## src/hdl/efx_pkg.sv

```systemverilog
package efx_pkg;

  localparam int unsigned DW         = 32;
  localparam int unsigned IN_W       = 5 * DW;
  localparam int unsigned OUT_W      = 10 * DW;
  localparam int unsigned GAMMA_W    = 17;
  localparam int unsigned GAMMA_FRAC = 16;
  localparam logic [GAMMA_W-1:0] GAMMA_RESET = 17'd26214;

  // Divider: one overflow check stage, then one quotient bit per stage.
  localparam int unsigned QUO_W      = 32;
  localparam int unsigned DIV_LAT    = QUO_W + 1;
  // Back-end register stages up to and including the output register.
  localparam int unsigned PIPE_DEPTH = 2 * DIV_LAT + 9;

  localparam int unsigned FIFO_DEPTH = 2;

  typedef enum logic [1:0] {
    STATUS_OK          = 2'd0,
    STATUS_BAD_DENSITY = 2'd1,
    STATUS_SATURATED   = 2'd2
  } status_e;

  typedef struct packed {
    logic signed [DW-1:0] density;
    logic signed [DW-1:0] mom_x;
    logic signed [DW-1:0] mom_y;
    logic signed [DW-1:0] mom_z;
    logic signed [DW-1:0] energy;
    logic                 nonpos;
  } item_t;

  typedef struct packed {
    logic                 nonpos;
    logic signed [DW-1:0] mom_x;
    logic signed [DW-1:0] mom_y;
    logic signed [DW-1:0] energy;
  } aux_t;

  typedef struct packed {
    logic                 nonpos;
    logic                 sat;
    logic signed [DW-1:0] mom_x;
    logic signed [DW-1:0] mom_y;
    logic signed [DW-1:0] energy;
    logic signed [DW+1:0] q_xx;
    logic signed [DW+1:0] q_yy;
    logic signed [DW+1:0] q_xy;
    logic signed [DW+1:0] q_xz;
    logic signed [DW+1:0] q_yz;
    logic signed [DW-1:0] p;
    logic signed [DW-1:0] h;
  } mid_t;

  // A quotient magnitude at or above 2^32 is held at 2^32: every later use
  // saturates the same way as with the exact value.
  function automatic logic signed [DW+1:0] div_val(logic [QUO_W-1:0] q, logic ovf,
                                                   logic neg);
    logic [DW+1:0] mag;
    mag = ovf ? {2'b01, {QUO_W{1'b0}}} : {2'b00, q};
    return neg ? -$signed(mag) : $signed(mag);
  endfunction

  function automatic logic over64(logic signed [63:0] v);
    return (v > 64'sd2147483647) || (v < -64'sd2147483648);
  endfunction

  function automatic logic signed [DW-1:0] clamp64(logic signed [63:0] v);
    logic signed [DW-1:0] r;
    if (v > 64'sd2147483647) begin
      r = 32'sh7fff_ffff;
    end else if (v < -64'sd2147483648) begin
      r = 32'sh8000_0000;
    end else begin
      r = v[DW-1:0];
    end
    return r;
  endfunction

  function automatic logic [63:0] abs64(logic signed [63:0] v);
    return v[63] ? 64'(-v) : 64'(v);
  endfunction

endpackage

```

## src/hdl/efx_fifo.sv

```systemverilog
module efx_fifo (
  input  logic           clk_i,
  input  logic           rst_ni,
  input  logic           push_valid_i,
  output logic           push_ready_o,
  input  efx_pkg::item_t push_item_i,
  output logic           pop_valid_o,
  input  logic           pop_i,
  output efx_pkg::item_t pop_item_o
);
  import efx_pkg::*;

  item_t      mem_q [FIFO_DEPTH];
  logic       wr_q, rd_q;
  logic [1:0] cnt_q, cnt_d;
  logic       push, pop;

  assign push_ready_o = cnt_q != 2'(FIFO_DEPTH);
  assign pop_valid_o  = cnt_q != 2'd0;
  assign pop_item_o   = mem_q[rd_q];
  assign push         = push_valid_i && push_ready_o;
  assign pop          = pop_i && pop_valid_o;

  always_comb begin
    cnt_d = cnt_q;
    if (push && !pop) begin
      cnt_d = cnt_q + 2'd1;
    end else if (pop && !push) begin
      cnt_d = cnt_q - 2'd1;
    end
  end

  always_ff @(posedge clk_i or negedge rst_ni) begin
    if (!rst_ni) begin
      wr_q  <= 1'b0;
      rd_q  <= 1'b0;
      cnt_q <= 2'd0;
    end else begin
      cnt_q <= cnt_d;
      if (push) begin
        wr_q <= wr_q + 1'b1;
      end
      if (pop) begin
        rd_q <= rd_q + 1'b1;
      end
    end
  end

  always_ff @(posedge clk_i) begin
    if (push) begin
      mem_q[wr_q] <= push_item_i;
    end
  end

endmodule

```

## config.mk

```make
export PLATFORM = sky130hd
export DESIGN_NAME = efx_fifo
export DESIGN_NICKNAME = d
export VERILOG_FILES = /design/src/hdl/efx_pkg.sv /design/src/hdl/efx_fifo.sv
export SDC_FILE = /design/constraint.sdc
export NUM_CORES = 1
export LEC_CHECK = 0
export BUFFER_PORTS_ARGS = -buffer_cell sky130_fd_sc_hd__buf_4
export CAP_MARGIN = 15
export CORE_UTILIZATION = 52
export CTS_CLUSTER_DIAMETER = 50
export CTS_CLUSTER_SIZE = 25
export DETAILED_ROUTE_END_ITERATION = 10
export HOLD_SLACK_MARGIN = 0.05
export PLACE_DENSITY = 0.79
export SYNTH_ARGS = -nofsm -noshare
export SYNTH_HDL_FRONTEND = slang
export SYNTH_SLANG_ARGS = --single-unit
export TNS_END_PERCENT = 30
```

## constraint.sdc

```tcl
create_clock -name clk_i -period 10.8 [get_ports clk_i]
set_input_delay 3.24 -clock clk_i [delete_from_list [all_inputs] [get_ports clk_i]]
set_output_delay 3.24 -clock clk_i [all_outputs]
set_load 0.01 [all_outputs]
```

==> flow_summary.json <==
{
  "tritoncts": "yes",
  "holdCritPathClass": "reg2reg",
  "clockRootBuffer": "clkbuf_16",
  "regArea_um2": 9773,
  "cts_setup_buffers": 0,
  "grtUsageTotal": 0.1913,
  "initial_utilization": 0.5325,
  "wl_per_cell_um": 19.56,
  "path_buf_inv": 2,
  "clockBufferDepth": 3,
  "worst-slew-pin-transition_ps": 911.2,
  "clk_latency_ps": 530,
  "grt-ovfl-total": 0,
  "finalSetupTns_ps": 0,
  "power_uw": 4235,
  "placed_cell_area_um2": 14900,
  "arrival_ps": 2830,
  "cts_resized": 0,
  "nets": 1031,
  "wirelength_met1_mm": 9.008,
  "required_ps": 7560,
  "antenna_left": 0,
  "diodes": 0,
  "dr.first_iter.drc_count": 306,
  "yosysSeqAreaShare": 0.8054,
  "slowest_delay_ps": 1010,
  "core_area_um2": 22780,
  "synthCells": 519,
  "cp_top_family": "flip-flops",
  "drive_gt1_frac": 0.6104,
  "syn_area_um2": 12130,
  "synth_area_per_cell_um2": 23.37,
  "routed.top_layer": "met4",
  "design_area_um2": 15810,
  "clock_sinks": 326,
  "die_area_um2": 23940,
  "die_w_um": 154.7,
  "num_vias": 6054,
  "multi_input_area_um2": 2216,
  "skew_ps": 11.43,
  "clkTransAtPathRegs_ps": 60,
  "drt-total-wl_mm": 23.39,
  "gp_congestion": 0.7712,
  "critPathSlowestCell": "dfrtp_4",
  "fin_crit_ps": 6075,
  "critPathKind": "reg2out",
  "numCtsBuffers": 29,
  "fmax_ghz": 0.1646,
  "htree_levels": 1,
  "synth_seq_cells": 326,
  "grt_pass1_vias": 6270,
  "drt_pass1_iterations": 4,
  "yosys_warnings": 0,
  "finalHoldViolations": 0,
  "grt_max_degree": 99,
  "via_per_inst": 5.062,
  "antenna_found_initial": 0,
  "syn_nets": 685,
  "setup_viol": 0,
  "post-route-period-util": 0.5625,
  "postCtsHoldBufs": 0,
  "slew_headroom": 0.3925,
  "chipHeight_um": 154.7,
  "portBuffers": 327,
  "p_leak_uw": 0.006097,
  "yosysUniqueCellTypes": 15,
  "crit_path_end_kind": "primary output",
  "start_kind": "register",
  "drc": 0,
  "rows": 55,
  "nFillCells": 1465,
  "crit_path_max_fanout": 98,
  "hpwl_mm": 15.46,
  "dr_wl_met2_mm": 11.83,
  "maxCapViolCount": 0,
  "cp_cell_sequence": "buf_12, mux2_2, buf_4",
  "final_max_slew_viol_count": 0,
  "met3_length_mm": 1.881,
  "dp.cells": 1147,
  "powerDensity_nw_per_um2": 267.9,
  "status": "finished, final reports clean",
  "io_pins": 328,
  "ir_drop_uv": 170.0,
  "rsz0062_at_grt": "false",
  "syn_to_final_growth_pct": 30.31,
  "grt_pass1_wl_mm": 34.81,
  "finalNonFillerCells": 1196
}
==> metrics by stage <==
step	hold WS, ps	setup WS, ps	utilization
global route	527.9	4614	0.6939
detailed placement	486.1	5259	0.6540
global placement	478.1	5279	0.6540
finish	500.6	4725	0.6939
floorplan	455.9	103.7	-
CTS	502.2	4695	0.6939
==> Yosys cell counts <==
master / n / area (um^2)
and3_1: 1 / 6.260
buf_2: 8 / 40.04
buf_6: 10 / 112.6
dfrtp_1: 4 / 100.1
edfxtp_1: 322 / 9669
ha_1: 1 / 12.51
inv_1: 1 / 3.750
mux2_2: 81 / 912.1
mux2_4: 80 / 1201
nand2_1: 2 / 7.510
nand2b_1: 1 / 6.260
nor2_1: 2 / 7.510
or2_2: 1 / 6.260
xnor2_1: 3 / 26.28
xor2_1: 2 / 17.52
==> cells in the final DEF (no fill, tap or decap), types with 2 or more instances in the layout <==
master	instances
clkinv_1	3
dfrtp_1	3
clkinvlp_4	4
edfxtp_1	322
clkinv_4	2
clkbuf_1	5
clkinv_2	3
clkbuf_16	29
mux2_2	81
buf_4	332
xor2_1	2
mux2_4	80
xnor2_1	3
nand2_1	2
bufinv_16	3
==> worst paths after layout <==
kind                                from             end  slack, ps  depth (start not counted)
max in group asynchronous         rst_ni            rd_q       8180                          1
worst min register to register  cnt_q[1]        cnt_q[1]        500                          1
worst min-delay path            cnt_q[1]        cnt_q[1]        500                          1
worst max-delay path                rd_q  pop_item_o[42]       4730                          3
worst max register to register  cnt_q[0]    mem_q[1][45]       8250                          3
min in group asynchronous         rst_ni        cnt_q[1]       2500                          1
==> state kept, by name, summed over array words and instances, names as in the netlist <==
signal and flops:
rd_q 1, cnt_q 2, wr_q 1, mem_q 322
==> power by group <==
group | switching, uW | internal [uW] | total [uW] | leakage [uW]
Clock | 419 | 563 | 982 | 0.000431
Sequential | 117 | 1730 | 1850 | 0.00304
Combinational | 647 | 757 | 1400 | 0.00263
Total | 1180 | 3050 | 4230 | 0.00610
==> routing by layer <==
| metal | vias to the layer above | GRT usage |
|---|---|---|
| li1 | 2752 | - |
| met1 | 2992 | 0.2296 |
| met2 | 259 | 0.3359 |
| met3 | 51 | 0.04987 |
| met4 | 0 | 0.06459 |
| met5 | - | 0 |
==> layout make-up <==
type | count | area share
sequential | 326 | 0.6183
timing repair buffer | 333 | 0.1590
multi-input combinational | 174 | 0.1402
clock buffer | 34 | 0.04710
tap | 313 | 0.02478
clock inverter | 15 | 0.01037
inverter | 1 | 0.0002375
==> cells by family after synthesis <==
logic type / count (synthesis) / synth area share
mux: 161 / 0.1742
simple gates: 7 / 0.002787
buf+inv: 19 / 0.01289
xor+xnor: 5 / 0.003611
flops: 326 / 0.8054
fa+ha+maj: 1 / 0.001031
Power figures use the tool's default switching activity.
