## config.mk

```make
export PLATFORM = sky130hd
export DESIGN_NAME = efx_front
export DESIGN_NICKNAME = d
export VERILOG_FILES = /design/src/hdl/efx_pkg.sv /design/src/hdl/efx_front.sv
export SDC_FILE = /design/constraint.sdc
export NUM_CORES = 1
export LEC_CHECK = 0
export BUFFER_PORTS_ARGS = -buffer_cell sky130_fd_sc_hd__buf_2
export CORE_AREA = 2 2 125 127
export CTS_CLUSTER_DIAMETER = 200
export DETAILED_ROUTE_END_ITERATION = 16
export DIE_AREA = 0 0 127 129
export PLACE_DENSITY = 0.7
export SYNTH_ARGS = -nofsm -noshare
export SYNTH_HDL_FRONTEND = slang
export SYNTH_SLANG_ARGS = --single-unit
```

## constraint.sdc

```tcl
create_clock -name clk_i -period 11.1 [get_ports clk_i]
set_clock_uncertainty 0.1 [all_clocks]
set_input_delay 1.665 -clock clk_i [delete_from_list [all_inputs] [get_ports clk_i]]
set_output_delay 1.665 -clock clk_i [all_outputs]
set_load 0.01 [all_outputs]
```

## src/hdl/efx_pkg.sv

```systemverilog
package efx_pkg;

  localparam int unsigned DW         = 32;
  localparam int unsigned IN_W       = 5 * DW;
  localparam int unsigned OUT_W      = 10 * DW;
  localparam int unsigned GAMMA_W    = 17;
  localparam int unsigned GAMMA_FRAC = 16;
  localparam logic [GAMMA_W-1:0] GAMMA_RESET = 17'd26214;

  // Divider: one overflow check stage, then one quotient bit per stage.
  localparam int unsigned QUO_W      = 32;
  localparam int unsigned DIV_LAT    = QUO_W + 1;
  // Back-end register stages up to and including the output register.
  localparam int unsigned PIPE_DEPTH = 2 * DIV_LAT + 9;

  localparam int unsigned FIFO_DEPTH = 2;

  typedef enum logic [1:0] {
    STATUS_OK          = 2'd0,
    STATUS_BAD_DENSITY = 2'd1,
    STATUS_SATURATED   = 2'd2
  } status_e;

  typedef struct packed {
    logic signed [DW-1:0] density;
    logic signed [DW-1:0] mom_x;
    logic signed [DW-1:0] mom_y;
    logic signed [DW-1:0] mom_z;
    logic signed [DW-1:0] energy;
    logic                 nonpos;
  } item_t;

  typedef struct packed {
    logic                 nonpos;
    logic signed [DW-1:0] mom_x;
    logic signed [DW-1:0] mom_y;
    logic signed [DW-1:0] energy;
  } aux_t;

  typedef struct packed {
    logic                 nonpos;
    logic                 sat;
    logic signed [DW-1:0] mom_x;
    logic signed [DW-1:0] mom_y;
    logic signed [DW-1:0] energy;
    logic signed [DW+1:0] q_xx;
    logic signed [DW+1:0] q_yy;
    logic signed [DW+1:0] q_xy;
    logic signed [DW+1:0] q_xz;
    logic signed [DW+1:0] q_yz;
    logic signed [DW-1:0] p;
    logic signed [DW-1:0] h;
  } mid_t;

  // A quotient magnitude at or above 2^32 is held at 2^32: every later use
  // saturates the same way as with the exact value.
  function automatic logic signed [DW+1:0] div_val(logic [QUO_W-1:0] q, logic ovf,
                                                   logic neg);
    logic [DW+1:0] mag;
    mag = ovf ? {2'b01, {QUO_W{1'b0}}} : {2'b00, q};
    return neg ? -$signed(mag) : $signed(mag);
  endfunction

  function automatic logic over64(logic signed [63:0] v);
    return (v > 64'sd2147483647) || (v < -64'sd2147483648);
  endfunction

  function automatic logic signed [DW-1:0] clamp64(logic signed [63:0] v);
    logic signed [DW-1:0] r;
    if (v > 64'sd2147483647) begin
      r = 32'sh7fff_ffff;
    end else if (v < -64'sd2147483648) begin
      r = 32'sh8000_0000;
    end else begin
      r = v[DW-1:0];
    end
    return r;
  endfunction

  function automatic logic [63:0] abs64(logic signed [63:0] v);
    return v[63] ? 64'(-v) : 64'(v);
  endfunction

endpackage

```

## src/hdl/efx_front.sv

```systemverilog
module efx_front (
  input  logic                       clk_i,
  input  logic                       rst_ni,
  input  logic                       valid_i,
  output logic                       ready_o,
  input  logic [efx_pkg::IN_W-1:0]   data_i,
  output logic                       valid_o,
  input  logic                       ready_i,
  output efx_pkg::item_t             item_o
);
  import efx_pkg::*;

  logic  valid_q, valid_d;
  item_t item_q;

  assign ready_o = !valid_q || ready_i;
  assign valid_o = valid_q;
  assign item_o  = item_q;

  always_comb begin
    valid_d = valid_q;
    if (ready_i) begin
      valid_d = 1'b0;
    end
    if (valid_i && ready_o) begin
      valid_d = 1'b1;
    end
  end

  always_ff @(posedge clk_i or negedge rst_ni) begin
    if (!rst_ni) begin
      valid_q <= 1'b0;
    end else begin
      valid_q <= valid_d;
    end
  end

  // Unpack the beat and flag a density that is zero or negative.
  always_ff @(posedge clk_i) begin
    if (valid_i && ready_o) begin
      item_q.density <= data_i[DW-1:0];
      item_q.mom_x   <= data_i[2*DW-1:DW];
      item_q.mom_y   <= data_i[3*DW-1:2*DW];
      item_q.mom_z   <= data_i[4*DW-1:3*DW];
      item_q.energy  <= data_i[5*DW-1:4*DW];
      item_q.nonpos  <= data_i[DW-1] || (data_i[DW-1:0] == '0);
    end
  end

endmodule

```

==> results of run 1 <==
through the flow:
stage / setup slack (ps) / cell area, um^2 / cells / total power [mW]
2_1_floorplan: 4890 / 4970 / 176 / 0.771
3_3_place_gp: 7070 / 6840 / 691 / 0.830
3_5_place_dp: 6920 / 6840 / 691 / 0.834
4_1_cts: 7260 / 7410 / 723 / 1.40
5_1_grt: 7200 / 7410 / 723 / 1.43
6_report: 7270 / 7410 / 723 / 1.38
worst max path at each step:
stage          startpoint          end  slack, ps  cells after the start
3_5_place_dp      ready_i    item_o[5]       6920                      4
6_report          ready_i      ready_o       7270                      3
4_1_cts           ready_i      ready_o       7260                      3
2_1_floorplan     ready_i    item_o[0]       4890                      2
5_1_grt           ready_i  item_o[100]       7200                      4
3_3_place_gp      ready_i  item_o[108]       7070                      4
cell usage in the layout, fill, tap and decap left out, drive strengths merged, types with 2 or more instances in the layout:
cell      instances
edfxtp          161
nor4              8
clkinvlp          4
nand4             2
clkbuf           20
inv               2
buf             327
nand2b            2
clkinv            4
bufinv            2
power by group through the flow:
stage,clock (mW),sequential (mW),combinational (mW)
5_1_grt,0.600,0.725,0.105
4_1_cts,0.577,0.723,0.0987
3_3_place_gp,0,0.734,0.0956
2_1_floorplan,0,0.759,0.0120
6_report,0.562,0.722,0.0969
3_5_place_dp,0,0.735,0.0986
worst reg2reg max path, delay by kind of cell (launching register included):
kind	cells	cell delay [ps]
and+or+nand+nor	2	910
buffers and inverters	1	900
DFF	1	380
area by class of cell:
type                            instances  area share, %
Clock inverter                         12           1.81
Tap cell                              188           3.17
Clock buffer                           20           5.89
Multi-Input combinational cell         14           1.48
Sequential cell                       162           65.5
Timing Repair Buffer                  327           22.1
routing by layer:
metal / global-route usage [%] / vias up / wire length [um]
met4: 6.53 / 0 / 263
met3: 7.11 / 18 / 1250
li1: - / 1418 / -
met1: 15.7 / 1531 / 4440
met2: 22.0 / 192 / 5930
met5: 0 / - / 0
logic make-up after synthesis:
kind of cell	count (synthesis)
flops	162
simple gates	13
compound gates	1
registers in the layout (all words and copies together), names as in the netlist:
signal,flops
item_o,161
valid_o,1
==> key figures, run 1 <==
Floorplanning
  • Initial core utilization: about a third
  • Area of the core: 15000 um^2
  • Row count: 45
  • IO Pins: 327
  • Die height: ~130 um
  • Die width: ~130 um
  • Die area: 16400 um^2

Drt
  • Post-route ant nets: 0
  • Initial drt markers: 175
  • Drt total wl: between 10000 and 15000 um
  • WL/cell: between 15 and 20 um
  • DRT Pass-1 Iters: 4
  • Post-DR vias/cell: about 4.4
  • Residual DRC: 0
  • Via count: ~3200

Global routing
  • Initial antenna violation count: 0
  • Total track usage: 13.9%
  • First-pass GRT wire length: roughly 17000 um
  • Pin count of the biggest net entering global routing: 83
  • Total grt overflow: 0
  • Vias in the first global route: ~3200

Synth
  • Yosys top cell area share: a little over nine tenths
  • Largest family of logic cells by synthesized area: simple AND/OR/NAND/NOR gates
  • Simple-Gate Fraction of Synth Area: ~2.0%
  • Top cells by instance count after synthesis: edfxtp_1, nor4_1, nor4_2, nand2b_1, nand4_1
  • Ys flop type: edfxtp_1
  • Mapped cell area: slightly below 5000 um^2
  • Yosys reg bits: roughly 160
  • Top-count cell post-synth: edfxtp_1
  • Post-synth cell types: 8
  • Fraction of synthesized area in multiplexers: 0%
  • Synth warn: 0
  • Compound-Gate Fraction of Synth Area: less than 1%
  • Post-synth ARST share: 0.617%
  • Synthesized area per cell: 28.2 um^2
  • Post-Syn Nets: 340
  • Synthesized instance count: ~180
  • Post-synth EDFFs: 161
  • Seq/Total Area, Yosys: between 90 and 100%
  • Xor/xnor share of the synthesized area: 0%
  • Synth Area in Adders: 0%
  • Largest cells by area after synthesis: edfxtp_1, nor4_2, nor4_1
  • Leading area contributor after synthesis: edfxtp_1

Power and ir drop
  • Peak VDD IR: 108 uV
  • Sw Pwr: 0.293 mW
  • Combinational share of power: under 10%
  • Clock share of power: ~41%
  • Pwr/cell area: 186 nW/um^2
  • LEAKAGE: between 3 and 4 nW
  • Sw Share: between 20% and 30%
  • Flop pwr share: 52.3%
  • Int Pwr: 1.09 mW

Setup path
  • Cell at the slowest stage of the critical path: nand2b_1
  • R2R cell count: 3
  • Critical path peak fanout: 3
  • Setup crit end kind: primary output
  • Crit Path Class: input pin to primary output
  • Startpoint type of the worst setup path: input pin
  • Worst path most repeated cell: buf_2
  • WP buf/inv: 2
  • R2r endpoint: item_o[141]
  • Req. time, crit path: between 9000 and 10000 ps
  • Crit path largest cell delay: ~160 ps
  • CP cell instances: buf_2, nand2b_1, buf_2
  • R2R Setup Slk: approximately 8400 ps
  • Delay-heaviest family, CP: buffers and inverters
  • RR Startpoint: valid_o
  • Worst EP arrival: a little over 2000 ps

STA
  • RSZ-0062 raised after global routing: false
  • Worst slew pin tran: slightly above 1000 ps
  • Slew Viols, Final: 0
  • Highest Clock Rate: 0.261 GHz
  • Sum of negative setup slack: 0 ps
  • Fin crit share: between 30 and 40%
  • Fin. Hold Viols: 0
  • Fin crit period: ~3800 ps
  • # setup viols final: 0
  • Hold WS: approximately 460 ps
  • Max-slew headroom: a little under a third

Finish
  • Area Growth Syn to Fin: 49.3%
  • Core Util, Final: approximately half
  • Fill cell count: between 1000 and 1500
  • Ant. Diodes: 0
  • Multi-input gate area: 110 um^2
  • Share of post-route cells with drive strength above 1: about two thirds
  • Register area: a little under 5000 um^2
  • Fin nets: around 690

Clock network
  • CTS clk-pin slew, worst paths: about 60 ps
  • CTS resizes: 0
  • Root buffer cell: clkbuf_16
  • CTS tree: yes
  • Setup Fix Bufs, Post-CTS: 0
  • Clk Latency, worst-skew pair: 410 ps
  • CTS buffer count: 17
  • Clock Sink Count: approximately 160
  • CTS H-tree depth: 4
  • Cts hold-fix bufs: 0
  • Worst-case clock buffer depth: 2

Outcome
  • Status: finished, final reports clean

Min path
  • WHS Endpoint: valid_o
  • Hold Crit Start: valid_o
  • Worst hold path type: flop to flop
  • Hold path depth: 2

Place
  • Buffers on Ports: around 330
  • Routability congestion estimate: 0.741
  • Final HPWL from detailed placement: 9020 um

Job
  • Max cap viols: 0
No activity file was read; power rests on OpenSTA's default activity.
==> run 2, diff against run 1 <==
CORE_AREA = 2 2 127 129   (was 2 2 125 127)
DIE_AREA = 0 0 129 131   (was 0 0 127 129)
PLACE_DENSITY = 0.68   (was 0.7)
clock period = 3.7 ns   (was 11.1 ns; I/O delays follow)
==> run 2 against run 1 <==
  * Critical endpoint is now item_o[68]
  * Utilization fell by 1.3 points
  * Sequential share of layout area fell by 0.93 points
  * Die area is 3.1% higher
  * Count of clock-buffer cells in the layout down 2
  * Critical path depth unchanged
  * Design area grew 1.4%
  * Hold slack worse by 250 ps
  * Setup slack worse by 5400 ps
  * Non-clock buffer count rose by 1
  * Combinational power rose to 3.0 times the previous value
  * Routed wire length about the same
==> key figures, run 2 (synthesis gave the netlist of run 1 again) <==
Global routing
  • GR Util met3: 7.82%
  • Pin count of the biggest net entering global routing: between 150 and 200
  • Initial antenna violation count: 1
  • GRT met1 Usage: between 10 and 15%
  • Total grt overflow: 0
  • Vias in the first global route: approximately 3200
  • First-pass GRT wire length: 16300 um
  • Total track usage: between 10% and 20%
  • GR peak layer: met2
  • GR Util met2: between 20% and 30%

STA
  • Max-slew headroom: a little over two fifths
  • RSZ-0062 raised after global routing: false
  • Highest Clock Rate: around 0.54 GHz
  • Sum of negative setup slack: 0 ps
  • # setup viols final: 0
  • Slew Viols, Final: 0
  • Fin crit period: roughly 1800 ps
  • Fin. Hold Viols: 0
  • Worst slew pin tran: 854 ps
  • Fin crit share: about half

Setup path
  • CP cell instances: nand2b_1, and2_4, buf_12
  • CP startpoint: valid_o
  • Startpoint type of the worst setup path: flop
  • R2R cell count: 3
  • RR Startpoint: valid_o
  • Req. time, crit path: about 3600 ps
  • Crit path largest cell delay: around 570 ps
  • Crit Path Class: flop to flop
  • Worst EP arrival: ~1800 ps
  • Cell at the slowest stage of the critical path: buf_12
  • Critical path peak fanout: 161
  • Setup crit end kind: flop
  • R2R Setup Slk: about 1900 ps
  • R2r endpoint: item_o[68]

Power and ir drop
  • Peak VDD IR: 273 uV
  • Pwr/cell area: between 500 and 600 nW/um^2
  • Sw Pwr: 0.875 mW
  • Combinational share of power: approximately 6.9%
  • Int Pwr: between 3 and 4 mW
  • LEAKAGE: between 3 and 4 nW
  • Power, Total: between 4 and 5 mW
  • Flop pwr share: 50.7%
  • Sw Share: between 20% and 30%
  • Clock share of power: ~42%

Clock network
  • CTS clk-pin slew, worst paths: around 60 ps
  • CTS buffer count: 17
  • CTS H-tree depth: 4
  • CTS resizes: 0
  • Worst-case clock buffer depth: 2
  • Setup Fix Bufs, Post-CTS: 0
  • Clk Latency, worst-skew pair: 410 ps
  • CTS tree: yes
  • Clock Sink Count: 162
  • Cts hold-fix bufs: 1
  • Root buffer cell: clkbuf_16

Finish
  • Max reg flops: ~160
  • Commonest cells after routing, fill and taps aside: buf_2, edfxtp_1, clkbuf_16
  • Leading cell type in the layout, fill and taps excluded: buf_2
  • Fin nets: between 600 and 700
  • Share of post-route cells with drive strength above 1: 67.2%
  • Area Growth Syn to Fin: 51.4%
  • Layout Cells excl Fill: 753

Place
  • Dpl cells: around 720
  • Final HPWL from detailed placement: about 8800 um
  • Routability congestion estimate: around 0.75
  • Buffers on Ports: between 300 and 400

Min path
  • Hold Crit Start: data_i[77]
  • WHS Endpoint: item_o[78]
  • Worst hold path type: input pin to flop
  • Hold path depth: 1

Drt
  • WL/cell: about 16 um
  • Post-DR vias/cell: 4.16
  • Post-route ant nets: 0
  • Drt total wl: approximately 12000 um
  • Via count: between 3000 and 4000
  • Residual DRC: 0
  • Initial drt markers: 172
  • DRT Pass-1 Iters: 4

Floorplanning
  • Die height: 131 um
  • Die area: around 17000 um^2
  • Initial core utilization: a little under a third
  • Row count: 46
  • IO Pins: approximately 330
  • Area of the core: roughly 16000 um^2
  • Die width: ~130 um

Job
  • Max cap viols: 0

Outcome
  • Status: finished, final reports clean
-- run 2: cell count changes in the layout (fill, tap and decap cells not counted), sizes merged --
cell,change
clkinv,+3
bufinv,+2
clkbuf,-2
clkinvlp,-2
diode,+1
dlygate4sd3,+1
inv,-1
-- run 2: power groups by stage --
stage                     clock, mW  sequential (mW)  combinational (mW)
after floorplan                   0             2.27              0.0364
after global placement            0             2.20               0.290
after detailed placement          0             2.20               0.298
after CTS                      1.86             2.17               0.300
after global routing           1.93             2.17               0.321
final                          1.81             2.17               0.295
-- run 2: metrics by stage --
step	setup slack (ps)	hold WS [ps]	utilization, %	area, um^2
after global routing	1740	180	48.2	7520
final	1860	208	48.2	7520
after floorplan	409	159	-	4970
after global placement	1690	230	44.2	6890
after CTS	1910	183	48.2	7520
after detailed placement	1620	234	44.2	6890
-- run 2: area by class of cell --
type	instances	area, um^2
fill	1313	8080
antenna	1	2.50
clock buffer	18	429
timing repair buffer	328	1660
clock inverter	14	188
tap	216	270
multi-input combinational	14	110
sequential	162	4860
-- run 2: per-layer routing --
layer | wire length (um) | up-vias
met5 | 0 | -
met4 | 318 | 0
met3 | 1340 | 26
met2 | 5900 | 204
met1 | 4320 | 1475
li1 | - | 1426
-- run 2: critical path: cells and delay by family (launching register included) --
kind          cells  cell delay [ps]
buf+inv           1              570
simple gates      2              270
flops             1              370
-- run 2: how the worst max path moves through the flow --
| stage | end | cells past startpoint |
|---|---|---|
| final | item_o[68] | 3 |
| after global routing | item_o[79] | 3 |
| after CTS | item_o[73] | 3 |
| after detailed placement | item_o[75] | 4 |
| after global placement | item_o[23] | 4 |
| after floorplan | item_o[0] | 2 |
